## src/cpi_pkg.sv

```systemverilog
package cpi_pkg;

  // Fixed field widths
  localparam int SAMPLE_W   = 12;
  localparam int ERR_W      = SAMPLE_W + 1;
  localparam int GAIN_W     = 20;
  localparam int DIV_W      = 5;
  localparam int TICK_W     = 4;
  localparam int CFG_IDX_W  = 3;
  localparam int CFG_DATA_W = GAIN_W;
  localparam int IN_DATA_W  = 40;
  localparam int OUT_DATA_W = 24;
  localparam int OUT_USER_W = 2;

  localparam logic [SAMPLE_W-1:0] FULL_SCALE = {SAMPLE_W{1'b1}};
  localparam logic [DIV_W-1:0]    DIV_MAX    = 5'd16;

  // Register reset values
  localparam logic                     SPEED_MODE_RST      = 1'b1;
  localparam logic [DIV_W-1:0]         OUTER_DIVIDE_RST    = 5'd2;
  localparam logic signed [GAIN_W-1:0] INNER_GAIN_NOW_RST  = 20'sd136936;
  localparam logic signed [GAIN_W-1:0] INNER_GAIN_PREV_RST = -20'sd123896;
  localparam logic signed [GAIN_W-1:0] OUTER_GAIN_NOW_RST  = 20'sd292966;
  localparam logic signed [GAIN_W-1:0] OUTER_GAIN_PREV_RST = -20'sd285699;

  // Register indexes
  typedef enum logic [CFG_IDX_W-1:0] {
    CFG_SPEED_MODE      = 3'd0,
    CFG_OUTER_DIVIDE    = 3'd1,
    CFG_INNER_GAIN_NOW  = 3'd2,
    CFG_INNER_GAIN_PREV = 3'd3,
    CFG_OUTER_GAIN_NOW  = 3'd4,
    CFG_OUTER_GAIN_PREV = 3'd5
  } cfg_idx_t;

  // Controller to datapath commands
  typedef struct packed {
    logic load;       // latch input beat, step decimation count
    logic mul_en;     // load product register
    logic outer_sel;  // 1: speed loop operands, 0: current loop operands
    logic prev_sel;   // 1: previous-error term, 0: present-error term
    logic acc_start;  // sum <= accumulator + product
    logic fin_outer;  // clamp and write speed loop accumulator
    logic fin_inner;  // clamp and write duty accumulator, load result
  } cpi_cmd_t;

  // Datapath to controller status
  typedef struct packed {
    logic upd_now;    // speed loop is due on the beat being offered
  } cpi_stat_t;

endpackage

```

## src/cpi_ctrl.sv

```systemverilog
module cpi_ctrl
  import cpi_pkg::*;
(
  input  logic      clk,
  input  logic      rst_n,
  input  logic      in_fire,
  output logic      in_ready,
  output logic      out_valid,
  input  logic      out_ready,
  input  cpi_stat_t stat,
  output cpi_cmd_t  cmd
);

  typedef enum logic [6:0] {
    S_IDLE  = 7'b0000001,
    S_OMUL0 = 7'b0000010,
    S_OMUL1 = 7'b0000100,
    S_OFIN  = 7'b0001000,
    S_IMUL0 = 7'b0010000,
    S_IMUL1 = 7'b0100000,
    S_IFIN  = 7'b1000000
  } state_t;

  state_t state_r, state_nxt;
  logic   out_valid_r, out_valid_nxt;
  logic   slot_free;

  assign slot_free = !out_valid_r || out_ready;
  assign in_ready  = (state_r == S_IDLE);
  assign out_valid = out_valid_r;

  // Sequencer: each loop is two multiplies then an add-and-clamp
  always_comb begin
    state_nxt     = state_r;
    out_valid_nxt = out_valid_r && !out_ready;
    cmd           = '0;
    case (state_r)
      S_IDLE: begin
        if (in_fire) begin
          cmd.load  = 1'b1;
          state_nxt = stat.upd_now ? S_OMUL0 : S_IMUL0;
        end
      end
      S_OMUL0: begin
        cmd.mul_en    = 1'b1;
        cmd.outer_sel = 1'b1;
        state_nxt     = S_OMUL1;
      end
      S_OMUL1: begin
        cmd.mul_en    = 1'b1;
        cmd.outer_sel = 1'b1;
        cmd.prev_sel  = 1'b1;
        cmd.acc_start = 1'b1;
        state_nxt     = S_OFIN;
      end
      S_OFIN: begin
        cmd.outer_sel = 1'b1;
        cmd.fin_outer = 1'b1;
        state_nxt     = S_IMUL0;
      end
      S_IMUL0: begin
        cmd.mul_en = 1'b1;
        state_nxt  = S_IMUL1;
      end
      S_IMUL1: begin
        cmd.mul_en    = 1'b1;
        cmd.prev_sel  = 1'b1;
        cmd.acc_start = 1'b1;
        state_nxt     = S_IFIN;
      end
      S_IFIN: begin
        // hold until the result register can take the new beat
        if (slot_free) begin
          cmd.fin_inner = 1'b1;
          out_valid_nxt = 1'b1;
          state_nxt     = S_IDLE;
        end
      end
      default: begin
        state_nxt = S_IDLE;
      end
    endcase
  end

  always_ff @(posedge clk) begin
    if (!rst_n) begin
      state_r     <= S_IDLE;
      out_valid_r <= 1'b0;
    end else begin
      state_r     <= state_nxt;
      out_valid_r <= out_valid_nxt;
    end
  end

endmodule

```

## src/cpi_datapath.sv

```systemverilog
module cpi_datapath
  import cpi_pkg::*;
#(
  parameter int FRAC_BITS = 16
) (
  input  logic                  clk,
  input  logic                  rst_n,
  input  logic [IN_DATA_W-1:0]  in_data,
  input  logic                  cfg_we,
  input  logic [CFG_IDX_W-1:0]  cfg_index,
  input  logic [CFG_DATA_W-1:0] cfg_wdata,
  input  cpi_cmd_t              cmd,
  output cpi_stat_t             stat,
  output logic [OUT_DATA_W-1:0] out_data,
  output logic [OUT_USER_W-1:0] out_user
);

  localparam int ACC_W   = SAMPLE_W + FRAC_BITS;
  localparam int PROD_W  = GAIN_W + ERR_W;
  localparam int BASE_W  = (PROD_W > ACC_W + 1) ? PROD_W : ACC_W + 1;
  localparam int SUM_W   = BASE_W + 2;
  localparam logic [SUM_W-1:0] ACC_MAX = SUM_W'(FULL_SCALE) << FRAC_BITS;

  // Configuration registers
  logic                     speed_mode_r;
  logic [DIV_W-1:0]         outer_divide_r;
  logic signed [GAIN_W-1:0] inner_gain_now_r, inner_gain_prev_r;
  logic signed [GAIN_W-1:0] outer_gain_now_r, outer_gain_prev_r;

  always_ff @(posedge clk) begin
    if (!rst_n) begin
      speed_mode_r      <= SPEED_MODE_RST;
      outer_divide_r    <= OUTER_DIVIDE_RST;
      inner_gain_now_r  <= INNER_GAIN_NOW_RST;
      inner_gain_prev_r <= INNER_GAIN_PREV_RST;
      outer_gain_now_r  <= OUTER_GAIN_NOW_RST;
      outer_gain_prev_r <= OUTER_GAIN_PREV_RST;
    end else if (cfg_we) begin
      case (cfg_index)
        CFG_SPEED_MODE:      speed_mode_r      <= cfg_wdata[0];
        CFG_OUTER_DIVIDE:    outer_divide_r    <= cfg_wdata[DIV_W-1:0];
        CFG_INNER_GAIN_NOW:  inner_gain_now_r  <= cfg_wdata;
        CFG_INNER_GAIN_PREV: inner_gain_prev_r <= cfg_wdata;
        CFG_OUTER_GAIN_NOW:  outer_gain_now_r  <= cfg_wdata;
        CFG_OUTER_GAIN_PREV: outer_gain_prev_r <= cfg_wdata;
        default: ;
      endcase
    end
  end

  // Latched samples
  logic [SAMPLE_W-1:0] cur_r, spd_r, set_r;
  logic                upd_r;

  // Loop state
  logic [TICK_W-1:0]       tick_r;
  logic [ACC_W-1:0]        tacc_r, dacc_r;
  logic signed [ERR_W-1:0] serr_prev_r, ierr_prev_r;

  // Shared multiplier and adder registers
  logic signed [PROD_W-1:0] prod_r;
  logic signed [SUM_W-1:0]  sum_r;

  // Result register
  logic [SAMPLE_W-1:0] duty_r, target_out_r;
  logic                upd_out_r, clamp_out_r;

  // Decimation limit, out-of-range dividers pinned to 1..16
  logic [TICK_W-1:0] div_m1;
  always_comb begin
    if (outer_divide_r == '0) begin
      div_m1 = '0;
    end else if (outer_divide_r > DIV_MAX) begin
      div_m1 = TICK_W'(DIV_MAX - 5'd1);
    end else begin
      div_m1 = TICK_W'(outer_divide_r - 5'd1);
    end
  end

  assign stat.upd_now = speed_mode_r && (tick_r >= div_m1);

  // Errors
  logic [SAMPLE_W-1:0]     target;
  logic signed [ERR_W-1:0] serr, ierr;

  assign target = speed_mode_r ? tacc_r[ACC_W-1:FRAC_BITS] : set_r;
  assign serr   = $signed({1'b0, set_r}) - $signed({1'b0, spd_r});
  assign ierr   = $signed({1'b0, target}) - $signed({1'b0, cur_r});

  // Multiplier operand select
  logic signed [GAIN_W-1:0] mul_g;
  logic signed [ERR_W-1:0]  mul_e;
  logic signed [PROD_W-1:0] mul_res;

  always_comb begin
    case ({cmd.outer_sel, cmd.prev_sel})
      2'b11:   begin mul_g = outer_gain_prev_r; mul_e = serr_prev_r; end
      2'b10:   begin mul_g = outer_gain_now_r;  mul_e = serr;        end
      2'b01:   begin mul_g = inner_gain_prev_r; mul_e = ierr_prev_r; end
      default: begin mul_g = inner_gain_now_r;  mul_e = ierr;        end
    endcase
  end

  assign mul_res = mul_g * mul_e;

  // Accumulate and clamp to 0 .. full scale
  logic signed [SUM_W-1:0] acc_ext, prod_ext, total;
  logic [ACC_W-1:0]        clamped;
  logic                    at_bound;

  assign acc_ext  = $signed({{(SUM_W-ACC_W){1'b0}}, (cmd.outer_sel ? tacc_r : dacc_r)});
  assign prod_ext = $signed({{(SUM_W-PROD_W){prod_r[PROD_W-1]}}, prod_r});
  assign total    = sum_r + prod_ext;

  always_comb begin
    if (total[SUM_W-1]) begin
      clamped = '0;
    end else if (total > $signed(ACC_MAX)) begin
      clamped = ACC_MAX[ACC_W-1:0];
    end else begin
      clamped = total[ACC_W-1:0];
    end
  end

  assign at_bound = (clamped == '0) || (clamped == ACC_MAX[ACC_W-1:0]);

  // Loop state updates
  always_ff @(posedge clk) begin
    if (!rst_n) begin
      tick_r      <= '0;
      tacc_r      <= '0;
      dacc_r      <= '0;
      serr_prev_r <= '0;
      ierr_prev_r <= '0;
    end else begin
      if (cmd.load && speed_mode_r) begin
        tick_r <= stat.upd_now ? '0 : tick_r + 1'b1;
      end
      if (cmd.fin_outer) begin
        tacc_r      <= clamped;
        serr_prev_r <= serr;
      end
      if (cmd.fin_inner) begin
        dacc_r      <= clamped;
        ierr_prev_r <= ierr;
      end
    end
  end

  // Payload registers
  always_ff @(posedge clk) begin
    if (cmd.load) begin
      cur_r <= in_data[SAMPLE_W-1:0];
      spd_r <= in_data[2*SAMPLE_W-1:SAMPLE_W];
      set_r <= in_data[3*SAMPLE_W-1:2*SAMPLE_W];
      upd_r <= stat.upd_now;
    end
    if (cmd.mul_en) begin
      prod_r <= mul_res;
    end
    if (cmd.acc_start) begin
      sum_r <= acc_ext + prod_ext;
    end
    if (cmd.fin_inner) begin
      duty_r       <= clamped[ACC_W-1:FRAC_BITS];
      target_out_r <= target;
      upd_out_r    <= upd_r;
      clamp_out_r  <= at_bound;
    end
  end

  assign out_data = {target_out_r, duty_r};
  assign out_user = {clamp_out_r, upd_out_r};

endmodule

```

## src/cascaded_pi_speed_current_loop_unit.sv

```systemverilog
// Each beat taken in IDLE runs IMUL0, IMUL1 and IFIN, after OMUL0, OMUL1 and OFIN
// when the speed loop updates; no new beat is taken until IFIN ends. One shared 20x13
// multiplier does the two products of each loop in turn, then an add-and-clamp.
// A finished result waits in the output register while the next beat is taken.
// Reset (rst_n low, synchronous): registers to their defaults, loop state cleared.
module cascaded_pi_speed_current_loop_unit
  import cpi_pkg::*;
#(
  parameter int FRAC_BITS = 16
) (
  input  logic                  clk,
  input  logic                  rst_n,
  input  logic                  in_tvalid,
  output logic                  in_tready,
  // [11:0] current_sample, [23:12] speed_sample, [35:24] setpoint_sample
  input  logic [IN_DATA_W-1:0]  in_tdata,
  output logic                  out_tvalid,
  input  logic                  out_tready,
  // [11:0] duty, [23:12] current_target
  output logic [OUT_DATA_W-1:0] out_tdata,
  // [0] outer_updated, [1] duty_clamped
  output logic [OUT_USER_W-1:0] out_tuser,
  input  logic                  cfg_we,
  input  logic [CFG_IDX_W-1:0]  cfg_index,
  input  logic [CFG_DATA_W-1:0] cfg_wdata
);

  cpi_cmd_t  cmd;
  cpi_stat_t stat;
  logic      in_fire;

  assign in_fire = in_tvalid && in_tready;

  cpi_ctrl u_ctrl (
    .clk       (clk),
    .rst_n     (rst_n),
    .in_fire   (in_fire),
    .in_ready  (in_tready),
    .out_valid (out_tvalid),
    .out_ready (out_tready),
    .stat      (stat),
    .cmd       (cmd)
  );

  cpi_datapath #(
    .FRAC_BITS (FRAC_BITS)
  ) u_datapath (
    .clk       (clk),
    .rst_n     (rst_n),
    .in_data   (in_tdata),
    .cfg_we    (cfg_we),
    .cfg_index (cfg_index),
    .cfg_wdata (cfg_wdata),
    .cmd       (cmd),
    .stat      (stat),
    .out_data  (out_tdata),
    .out_user  (out_tuser)
  );

`ifndef SYNTHESIS
  // one beat in flight: no accept right after an accept
  a_one_in_flight: assert property (@(posedge clk) disable iff (!rst_n)
    in_tvalid && in_tready |=> !in_tready)
    else $error("input accepted while previous beat still in work");

  // clamp flag only with duty at an end of the range
  a_clamp_flag: assert property (@(posedge clk) disable iff (!rst_n)
    out_tvalid && out_tuser[1] |->
      (out_tdata[SAMPLE_W-1:0] == '0) || (out_tdata[SAMPLE_W-1:0] == FULL_SCALE))
    else $error("duty_clamped set with duty inside range");

  // a new result only appears out of the final clamp step
  a_result_origin: assert property (@(posedge clk) disable iff (!rst_n)
    $rose(out_tvalid) |-> $past(!in_tready))
    else $error("result raised while sequencer idle");
`endif

endmodule

```

## config.mk

```make
export PLATFORM = sky130hd
export DESIGN_NAME = cascaded_pi_speed_current_loop_unit
export DESIGN_NICKNAME = d
export VERILOG_FILES = /design/src/cpi_pkg.sv /design/src/cpi_ctrl.sv /design/src/cpi_datapath.sv /design/src/cascaded_pi_speed_current_loop_unit.sv
export SDC_FILE = /design/constraint.sdc
export NUM_CORES = 1
export LEC_CHECK = 0
export BUFFER_PORTS_ARGS = -buffer_cell sky130_fd_sc_hd__clkbuf_2
export CORE_MARGIN = 8
export CORE_UTILIZATION = 46
export DETAILED_ROUTE_END_ITERATION = 10
export PLACE_DENSITY = 0.74
export SETUP_SLACK_MARGIN = 0.05
export SLEW_MARGIN = 20
export SYNTH_ARGS = -nofsm -noshare
export SYNTH_HDL_FRONTEND = slang
export SYNTH_SLANG_ARGS = --single-unit
```

## constraint.sdc

```tcl
create_clock -name clk -period 23.7 [get_ports clk]
set_clock_uncertainty 0.05 [all_clocks]
set_input_delay 4.74 -clock clk [delete_from_list [all_inputs] [get_ports clk]]
set_output_delay 4.74 -clock clk [all_outputs]
set_load 0.02 [all_outputs]
```

==> impl_metrics.tcl <==
set metrics [dict create \
    path_max_fanout 18 \
    avgSynthCellArea_sq_um 9.13 \
    port_buffers 91 \
    track_usage_pct 20.4 \
    ant_nets 0 \
    ctsHoldBuffers 0 \
    critPathCaptureType "flip-flop" \
    async_reset_ff_share_pct 0 \
    rsz0062_at_grt "false" \
    path_class "reg -> reg" \
    routabilityCongestion 0.904 \
    required_ps 23990 \
    slowest_stage "dfxtp_1" \
    fp.dieW_um 252 \
    finish.net_count 3328 \
    synth_enable_flop_cells 130 \
    hold_violations 0 \
    synth_area_leader_cell "fa_1" \
    via_per_inst 5.61 \
    clk_pin_slew_ps 60 \
    cts_resized 0 \
    max-slew-margin-rel_pct 23.7 \
    rows 86 \
    critPathMaxStageDelay_ps 940 \
    drv_slew 0 \
    final_cells 3617 \
    antenna_found_initial 0 \
    seq_area_frac_synth_pct 29.3 \
    overflow 0 \
    worst_slew_pin_slew_ps 1140 \
    hpwl_mm 47.4 \
    hp-class "reg -> reg" \
    status "complete, no violations" \
    syn2layout_area_growth_pct 9.15 \
    coreArea_sq_um 55100 \
    grt_pass1_vias 20200 \
    drcViolationCount 0 \
    post_cts_buffers 0 \
    antenna_cells 0 \
    ios 96 \
    synthFlopType "dfxtp_1" \
    max_freq_mhz 93.2 \
    finalSetupViolations 0 \
    dr.pass1.iters 6 \
    placedCellCount 3555 \
    htreeDepth 2 \
    start_util_pct 46.5 \
    cts_root_buf "clkbuf_16" \
    yosys_warnings 0 \
    synth.top_cells.by_area "fa_1, edfxtp_1, dfxtp_1" \
    die_h_um 252 \
    finalCritPeriodShare_pct 45.3 \
    tns_ps 0 \
    cp_common_cell "fa_1" \
    grt_max_degree 87 \
    vias 20300 \
    synth_top_area_share_pct 19.0 \
    syn_nets 3291 \
    synth_cell_types 81 \
    cts_tree "built" \
    fin_crit_ps 10730 \
    wl_per_cell_um 17.8 \
    num-fill-cells 5112 \
    synth_seq_cells 310 \
    grt_pass1_wl_mm 106 \
    drt_iter0_drc 1492 \
    cts.sinks 310 \
    syn_area_sq_um 25600 \
    die_area_sq_um 63500 \
    numCtsBuffers 35 \
    arrival_ps 11020 \
    drt-total-wl_mm 64.5 \
    drive_above_1_share_pct 9.27 \
    max_cap_violations 0 \
    clockBufferDepth 3 \
    crit_path_start_kind "flip-flop" \
    clk_latency_ps 560 \
    syn_inst 2807 \
]
[metal layers]
metal / routed length (um) / global-route usage [%]
met1: 27800 / 27.2
met2: 30600 / 34.3
met3: 4420 / 2.78
met4: 1680 / 5.97
met5: 0 / 0
[placed cells by master, fill, tap and decap left out, types with 14 or more instances in the layout]
| cell | n |
|---|---|
| a211oi_1 | 15 |
| a21boi_0 | 64 |
| a21o_1 | 31 |
| a21oi_1 | 119 |
| a31oi_1 | 23 |
| and2_1 | 38 |
| and3_1 | 15 |
| buf_4 | 41 |
| clkbuf_16 | 35 |
| clkbuf_2 | 90 |
| dfxtp_1 | 180 |
| edfxtp_1 | 130 |
| fa_1 | 243 |
| ha_1 | 173 |
| inv_1 | 259 |
| mux2_2 | 40 |
| nand2_1 | 505 |
| nand2b_1 | 28 |
| nand3_1 | 102 |
| nand4_1 | 15 |
| nor2_1 | 166 |
| nor2b_1 | 46 |
| nor3_1 | 30 |
| o21a_1 | 28 |
| o21ai_0 | 104 |
| o41ai_1 | 26 |
| or3_1 | 14 |
| xnor2_1 | 66 |
| xor2_1 | 40 |
[cell families after synthesis]
logic type      count (synthesis)  share of synthesized area, %
fa+ha+maj                     417                          27.5
flops                         310                          29.3
simple gates                 1003                          17.6
mux                            46                          2.01
compound gates                535                          14.0
xor+xnor                      106                          3.62
buf+inv                       390                          5.96
[cells in the mapped netlist, types with 64 or more instances]
| library cell | count |
|---|---|
| inv_1 | 259 |
| nor2_1 | 166 |
| a21boi_0 | 64 |
| dfxtp_1 | 180 |
| a21oi_1 | 119 |
| fa_1 | 243 |
| o21ai_0 | 105 |
| xnor2_1 | 66 |
| edfxtp_1 | 130 |
| nand3_1 | 102 |
| ha_1 | 173 |
| nand2_1 | 505 |
| clkbuf_1 | 110 |
[state kept, by name, summed over array words and instances (netlist names), 12 cells and up]
signal	flops
u_datapath.cur_r	12
u_datapath.dacc_r	28
u_datapath.duty_r	12
u_datapath.ierr_prev_r	13
u_datapath.inner_gain_now_r	20
u_datapath.inner_gain_prev_r	20
u_datapath.outer_gain_now_r	20
u_datapath.outer_gain_prev_r	20
u_datapath.prod_r	33
u_datapath.serr_prev_r	13
u_datapath.set_r	12
u_datapath.spd_r	12
u_datapath.sum_r	34
u_datapath.tacc_r	28
u_datapath.target_out_r	12
[metrics by stage]
step / hold slack, ps / worst slack, ps / cell area [sq um] / util (%)
floorplan: 350 / 14720 / 25600 / -
global placement: 352 / 13200 / 26800 / 48.7
detailed placement: 357 / 13160 / 26800 / 48.7
CTS: 373 / 13110 / 28000 / 50.8
global route: 375 / 12450 / 28000 / 50.8
finish: 388 / 12970 / 28000 / 50.8
[critical path, delay by kind of cell, from the launching register on]
kind	cells	cell delay, ps
and+or+nand+nor	6	810
xor gates and xnor gates	2	700
adders and majority gates	8	3830
DFF	1	940
buffers and inverters	6	620
AOI/OAI and AO/OA	12	3550
[layout make-up]
type,count,area [sq um],area share [%]
Multi-Input combinational cell,2107,16700,59.6
Inverter,259,972,3.48
Tap cell,748,936,3.35
Clock inverter,9,95.1,0.340
Sequential cell,310,7510,26.8
Timing Repair Buffer,131,758,2.71
Clock buffer,53,1020,3.66
[final timing paths]
path                                         startpoint               endpoint  slack, ps  depth (start not counted)
worst min-delay path                   u_datapath.upd_r   u_datapath.upd_out_r        390                          0
worst max register to register  u_datapath.speed_mode_r  u_datapath.prod_r[32]      12970                         34
worst max-delay path            u_datapath.speed_mode_r  u_datapath.prod_r[32]      12970                         34
worst min register to register         u_datapath.upd_r   u_datapath.upd_out_r        390                          0
Power is left out: the tool's default activity adds up to more than one toggle a clock period on the data nets, which glitch-free logic cannot reach.
